File: config.mk
export PLATFORM = sky130hd
export DESIGN_NAME = sfla_front
export DESIGN_NICKNAME = d
export VERILOG_FILES = /design/src/rtl/sfla_pkg.sv /design/src/rtl/sfla_front.sv
export SDC_FILE = /design/constraint.sdc
export NUM_CORES = 1
export LEC_CHECK = 0
export BUFFER_PORTS_ARGS = -buffer_cell sky130_fd_sc_hd__clkbuf_2
export CORE_ASPECT_RATIO = 0.9
export CORE_MARGIN = 10
export CORE_UTILIZATION = 45
export CTS_BUF_LIST = sky130_fd_sc_hd__clkbuf_2 sky130_fd_sc_hd__clkbuf_4 sky130_fd_sc_hd__clkbuf_8
export CTS_CLUSTER_SIZE = 28
export DETAILED_ROUTE_END_ITERATION = 7
export GPL_TIMING_DRIVEN = 1
export HOLD_SLACK_MARGIN = 0.15
export PLACE_DENSITY_LB_ADDON = 0.2
export SYNTH_ARGS = -nofsm -noshare
export SYNTH_HDL_FRONTEND = slang
export SYNTH_SLANG_ARGS = --single-unit
File: constraint.sdc
create_clock -name clk_i -period 2.7 [get_ports clk_i]
set_input_delay 0.27 -clock clk_i [delete_from_list [all_inputs] [get_ports clk_i]]
set_output_delay 0.27 -clock clk_i [all_outputs]
set_load 0.02 [all_outputs]
File: src/rtl/sfla_pkg.sv
`default_nettype none
// ----------------------------------------------------------------------------
// sfla_pkg
// shared types, constants and helpers of the free list allocator
// ----------------------------------------------------------------------------
package sfla_pkg;

  localparam int unsigned HeapWords  = 65536;
  localparam int unsigned AddrW      = $clog2(HeapWords);
  localparam int unsigned WordsW     = AddrW + 1;
  localparam int unsigned ExactLists = 16;
  localparam int unsigned MinBlock   = 2;
  localparam int unsigned NumLists   = ExactLists + 1;
  localparam int unsigned ListW      = $clog2(NumLists);

  localparam logic [WordsW-1:0] NULL_LINK = WordsW'(HeapWords);
  localparam logic [ListW-1:0]  MISC_IDX  = ListW'(ExactLists);

  localparam logic FUNC_ALLOC = 1'b0;
  localparam logic FUNC_FREE  = 1'b1;

  localparam logic [1:0] ST_OK      = 2'd0;
  localparam logic [1:0] ST_UNDER   = 2'd1;
  localparam logic [1:0] ST_NOSPACE = 2'd2;

  typedef struct packed {
    logic              func;
    logic [WordsW-1:0] words;
    logic [AddrW-1:0]  addr;
    logic              under;
    logic              exact;
    logic [ListW-1:0]  idx;
  } item_t;

  typedef struct packed {
    logic  valid;
    item_t item;
  } queue_head_t;

  function automatic logic [ListW-1:0] list_index(input logic [WordsW-1:0] size);
    logic [ListW-1:0] r;
    if (size < WordsW'(ExactLists + MinBlock)) begin
      r = ListW'(size - WordsW'(MinBlock));
    end else begin
      r = MISC_IDX;
    end
    return r;
  endfunction

endpackage
`default_nettype wire

File: src/rtl/sfla_front.sv
`default_nettype none
// ----------------------------------------------------------------------------
// sfla_front
// request intake: classifies each transfer and holds it in a two-entry queue
// ----------------------------------------------------------------------------
module sfla_front import sfla_pkg::*; (
  input  wire logic              clk_i,
  input  wire logic              rst_ni,
  input  wire logic              in_valid_i,
  output logic                   in_stall_o,
  input  wire logic              func_i,
  input  wire logic [WordsW-1:0] block_words_i,
  input  wire logic [AddrW-1:0]  block_addr_i,
  output queue_head_t            head_o,
  input  wire logic              pop_i
);

  item_t       mem_q [2];
  logic        wr_q, wr_d, rd_q, rd_d;
  logic [1:0]  cnt_q, cnt_d;
  logic        push;
  item_t       cls;

  always_comb begin
    cls.func  = func_i;
    cls.words = block_words_i;
    cls.addr  = block_addr_i;
    cls.under = block_words_i < WordsW'(MinBlock);
    cls.exact = block_words_i < WordsW'(ExactLists + MinBlock);
    cls.idx   = list_index(block_words_i);
  end

  assign in_stall_o = cnt_q == 2'd2;
  assign push       = in_valid_i && !in_stall_o;
  assign head_o.valid = cnt_q != 2'd0;
  assign head_o.item  = mem_q[rd_q];

  always_comb begin
    wr_d  = push ? !wr_q : wr_q;
    rd_d  = pop_i ? !rd_q : rd_q;
    cnt_d = cnt_q + 2'(push) - 2'(pop_i);
  end

  always_ff @(posedge clk_i) begin
    if (push) begin
      mem_q[wr_q] <= cls;
    end
  end

  always_ff @(posedge clk_i or negedge rst_ni) begin
    if (!rst_ni) begin
      wr_q  <= 1'b0;
      rd_q  <= 1'b0;
      cnt_q <= 2'd0;
    end else begin
      wr_q  <= wr_d;
      rd_q  <= rd_d;
      cnt_q <= cnt_d;
    end
  end

endmodule
`default_nettype wire

==> Word-level counts from Yosys, hierarchy flattened <==
Memories as Yosys holds them, arrays and structs flattened.
Cells that the tools add are included.
{ "classes": {"addsub": 3, "magnitude_cmp": 2, "eq_ne": 1, "mux": 3, "reduce_logical": 5} }
{ "ops": {"columns": ["cell", "count"], "rows": [
  ["$lt A17 B2 Y1 const B", 1],
  ["$lt A17 B5 Y1 const B", 1],
  ["$mux W5", 1],
  ["$sub A5 B2 Y5 const B", 1],
  ["$logic_not A1 Y1", 3],
  ["$add A2 B1 Y2", 1],
  ["$eq A2 B2 Y1 const B", 1],
  ["$mux W1", 2],
  ["$reduce_bool A2 Y1", 1],
  ["$sub A2 B1 Y2", 1],
  ["$logic_and A1 B1 Y1", 1]
]} }
{ "word_totals": {"reg_bits": 4, "mem_bits_rw": 82, "output_inout_bits": 43, "memories": 1} }
{ "mem_list": {"columns": ["memory", "words", "word_bits", "rd", "rd_ports_with_merged_regs", "wr", "line_no", "rtl"], "rows": [
  ["mem_q", 2, 41, 1, 0, 1, "sfla_front.sv:18", "item_t mem_q [2];"]
]} }

==> Depth between registers and ports, before layout <==
{ "depth": {"ltp_word": 5, "depth_mapped": 7} }

==> Worst setup path before layout <==
Ideal clock, no wire load.
{ "synth_timing": {"path_type": "register -> register", "start": "register cnt_q[1]", "end": "memory mem_q[0][0] (netlist name), enable pin", "setup_ps": 439, "arrival_time_ps": 2315, "required_ps": 2261, "path_slack_ps": -54, "path_stages_with_launch": 4, "period_less_slack_ps": 2754, "cell_sequence": "dfrtp_1 nand2b_1 nand2_1 nor2_1"} }
{ "synth_between": {"elab_chain_len": 5} }
{ "synth_rtl": {"columns": ["item", "line_no", "rtl"], "rows": [
  ["start, declared", "sfla_front.sv:20", "logic [1:0] cnt_q, cnt_d;"],
  ["start signal, assigned", "sfla_front.sv:58", "cnt_q <= cnt_d;"],
  ["$eq A2 B2 Y1", "sfla_front.sv:33", "assign in_stall_o = cnt_q == 2'd2;"],
  ["$logic_not A1 Y1", "sfla_front.sv:34", "assign push = in_valid_i && !in_stall_o;"],
  ["$logic_and A1 B1 Y1", "sfla_front.sv:34", null],
  ["$mux W1", "sfla_front.sv:45", "if (push) begin"],
  ["$mux W1 (not written as such)", "sfla_front.sv:46", "mem_q[wr_q] <= cls;"],
  ["end, declared", "sfla_front.sv:18", null]
]} }
Every way passes these cells.

==> flow_metrics.env <==
export IMPL_ys_warn_count=0
export IMPL_finalSetupViolations=0
export IMPL_drtAntennaViolNets=0
export IMPL_die_w_microns=111
export IMPL_yosysUniqueCellTypes=21
export IMPL_grt_max_degree=42
export IMPL_path_buf_inv=2
export IMPL_slowest_stage="dfrtp_2"
export IMPL_fin_crit_ns=1.97
export IMPL_htree_levels=3
export IMPL_worstSetupEndpointType="primary output"
export IMPL_ys_top_cells_by_count="edfxtp_1 (82), mux2_2 (41), buf_2 (5), inv_1 (5)"
export IMPL_dieArea_sq_um=11200
export IMPL_routed_wl_microns=6410
export IMPL_maxCapViolCount=0
export IMPL_synth_most_common_cell="edfxtp_1"
export IMPL_grt_util_all_layers_pct=11.7
export IMPL_syn_cell_area_sq_um=3320
export IMPL_fin_crit_sh_pct=72.9
export IMPL_avgSynthCellArea_sq_um=20.0
export IMPL_rows=29
export IMPL_grt_first_pass_wirelength_microns=10200
export IMPL_antennaDiodeCount=0
export IMPL_grt_overflow_total=0
export IMPL_ff_latch_area_sq_um=2560
export IMPL_critPathTopFamily="flip-flops"
export IMPL_crit_arrival_ns=1.70
export IMPL_final_area_sq_um=4360
export IMPL_synth_seq_cells=86
export IMPL_routabilityCongestion=0.729
export IMPL_ios=81
export IMPL_core_area_sq_um=7110
export IMPL_grt_pass1_vias=1973
export IMPL_clkSinkCount=86
export IMPL_die_h_microns=101
export IMPL_powerDensity_nw_per_um2=1000
export IMPL_synth_ff_type="edfxtp_1"
export IMPL_peakVddDrop_uv=492
export IMPL_port_buffers=80
export IMPL_synthTopCellsByArea="edfxtp_1 (74%), mux2_2 (14%), dfrtp_1 (3.0%)"
export IMPL_crit_required_ns=2.43
export IMPL_avgViaCountPerCell=4.77
export IMPL_synth_area_leader_cell="edfxtp_1"
export IMPL_drtIter0Drc=50
export IMPL_routedWlPerCell_microns=16.7
export IMPL_path_clk_slew_ns=0.08
export IMPL_worst_setup_path_start_kind="flip-flop"
export IMPL_antenna_found_initial=0
export IMPL_cts_tree="yes"
export IMPL_hold_viol_final=0
export IMPL_dpl_cell_area_sq_um=3870
export IMPL_synth_async_reset_ratio_pct=4.65
export IMPL_synth_edf_count=82
export IMPL_dr_pass1_iters=4
export IMPL_cts_buffers_inserted=9
export IMPL_multi_input_area_sq_um=716
export IMPL_rsz0062_at_grt="false"
export IMPL_cp_cell_sequence="buf_12, mux2_2, clkbuf_2"
export IMPL_initial_core_util_pct=46.6
export IMPL_syn_to_final_growth_pct=31.5
export IMPL_p_leak_nw=1.66
export IMPL_synth_top_area_share_pct=74.2
export IMPL_drive_above_1_share_pct=51.7
export IMPL_vias=1828
export IMPL_synthesis_nets=207
export IMPL_crit_path_max_incr_delay_ns=0.55
export IMPL_finalSetupTns_ns=0
export IMPL_post_cts_buffers=0
export IMPL_crit_type="reg2out"
export IMPL_synth_seq_area_share_pct=77.3
export IMPL_insertion_delay_ns=0.34
export IMPL_outcome="finished clean"
export IMPL_cts_resized=0
export IMPL_layout_nets=326
export IMPL_max_freq_mhz=508
export IMPL_clock_skew_ns=0.00485
export IMPL_cp_max_fo=31
export IMPL_worstMarginPinSlew_ns=0.334
export IMPL_drv_slew=0
export IMPL_clk_path_buf_depth=2
export IMPL_synth_cells=166
export IMPL_dp_hpwl_microns=4300
export IMPL_root_buffer="clkbuf_8"
export IMPL_drc_errors=0
export IMPL_nFillCells=567
export IMPL_hold_class="in2reg"
export IMPL_slew_headroom_pct=77.7
## state kept, by name (all words and copies together) (netlist names)
signal and flops:
wr_q 1, cnt_q 2, mem_q 82, rd_q 1
## final timing paths
kind / startpoint / to / slack, ns / cells after the start
setup / recovery: rd_q$_DFFE_PN0P_ / head_o[4] / 0.73 / 3
hold / removal: block_words_i[9] / mem_q[0][32]$_DFFE_PP_ / 0.17 / 1
hold reg to reg: cnt_q[1]$_DFF_PN0_ / cnt_q[1]$_DFF_PN0_ / 0.50 / 1
setup reg to reg: cnt_q[1]$_DFF_PN0_ / cnt_q[1]$_DFF_PN0_ / 1.14 / 7
max in group asynchronous: rst_ni / rd_q$_DFFE_PN0P_ / 2.28 / 2
min in group asynchronous: rst_ni / cnt_q[1]$_DFF_PN0_ / 0.28 / 2
## placed cells by master (no fill, tap or decap)
| cell type | instances |
|---|---|
| a21oi_1 | 1 |
| and2_1 | 1 |
| and3_2 | 1 |
| and4_1 | 1 |
| buf_12 | 2 |
| buf_4 | 2 |
| bufinv_16 | 1 |
| clkbuf_2 | 80 |
| clkbuf_8 | 9 |
| clkinv_2 | 1 |
| clkinv_4 | 2 |
| clkinvlp_4 | 3 |
| dfrtp_1 | 3 |
| dfrtp_2 | 1 |
| dlygate4sd3_1 | 29 |
| edfxtp_1 | 82 |
| ha_1 | 3 |
| inv_1 | 5 |
| inv_2 | 1 |
| mux2_2 | 41 |
| nand2_1 | 2 |
| nand2b_1 | 3 |
| nor2_1 | 3 |
| nor2_4 | 1 |
| nor2b_1 | 1 |
| nor3_1 | 1 |
| nor4_4 | 3 |
| o2111ai_2 | 1 |
| or2_2 | 1 |
| xnor2_1 | 4 |
| xor2_1 | 1 |
## power breakdown
group	total [mW]	internal (mW)	switching (mW)
Clock	0.869	0.428	0.441
Combinational	1.57	0.644	0.928
Sequential	1.93	1.82	0.111
## kinds of logic after synthesis
kind of cell	Yosys count	synth area share (%)
xor+xnor	5	1.32
simple gates	18	4.34
fa+ha+maj	3	1.13
mux	41	13.9
compound gates	2	0.603
flops	86	77.3
buf+inv	11	1.43
## through the flow
step           total power [mW]  utilization [%]  setup WS [ns]  std cells  hold WS (ns)
3_5_place_dp               3.54             54.5           1.09        338        0.0843
5_1_grt                    4.63             61.3          0.636        383         0.154
2_1_floorplan              2.98                -          0.624        166       -0.0256
6_report                   4.38             61.3          0.731        383         0.171
3_3_place_gp               3.53             54.5           1.09        338        0.0870
4_1_cts                    4.45             61.1          0.692        381         0.150
## final cells by class
type,instances,share of cell area (%)
inverters,6,0.516
multi-input cells,69,16.4
flip-flops and latches,86,58.8
clock inverters,7,1.72
well taps,93,2.67
clock buffers,9,2.84
repair buffers,113,17.1
## per-layer routing
layer	wire, microns	track usage, %	up-vias
li1	-	-	875
met1	2800	13.3	893
met2	3110	18.8	56
met3	450	6.21	4
met4	42	3.70	0
met5	0	0	-
## what timing repair did
action                     in CTS  in global routing
hold endpoints to repair       55                  4
setup endpoints to repair       0                  0
hold buffers                   27                  2
No activity file was read; power rests on OpenSTA's default activity.
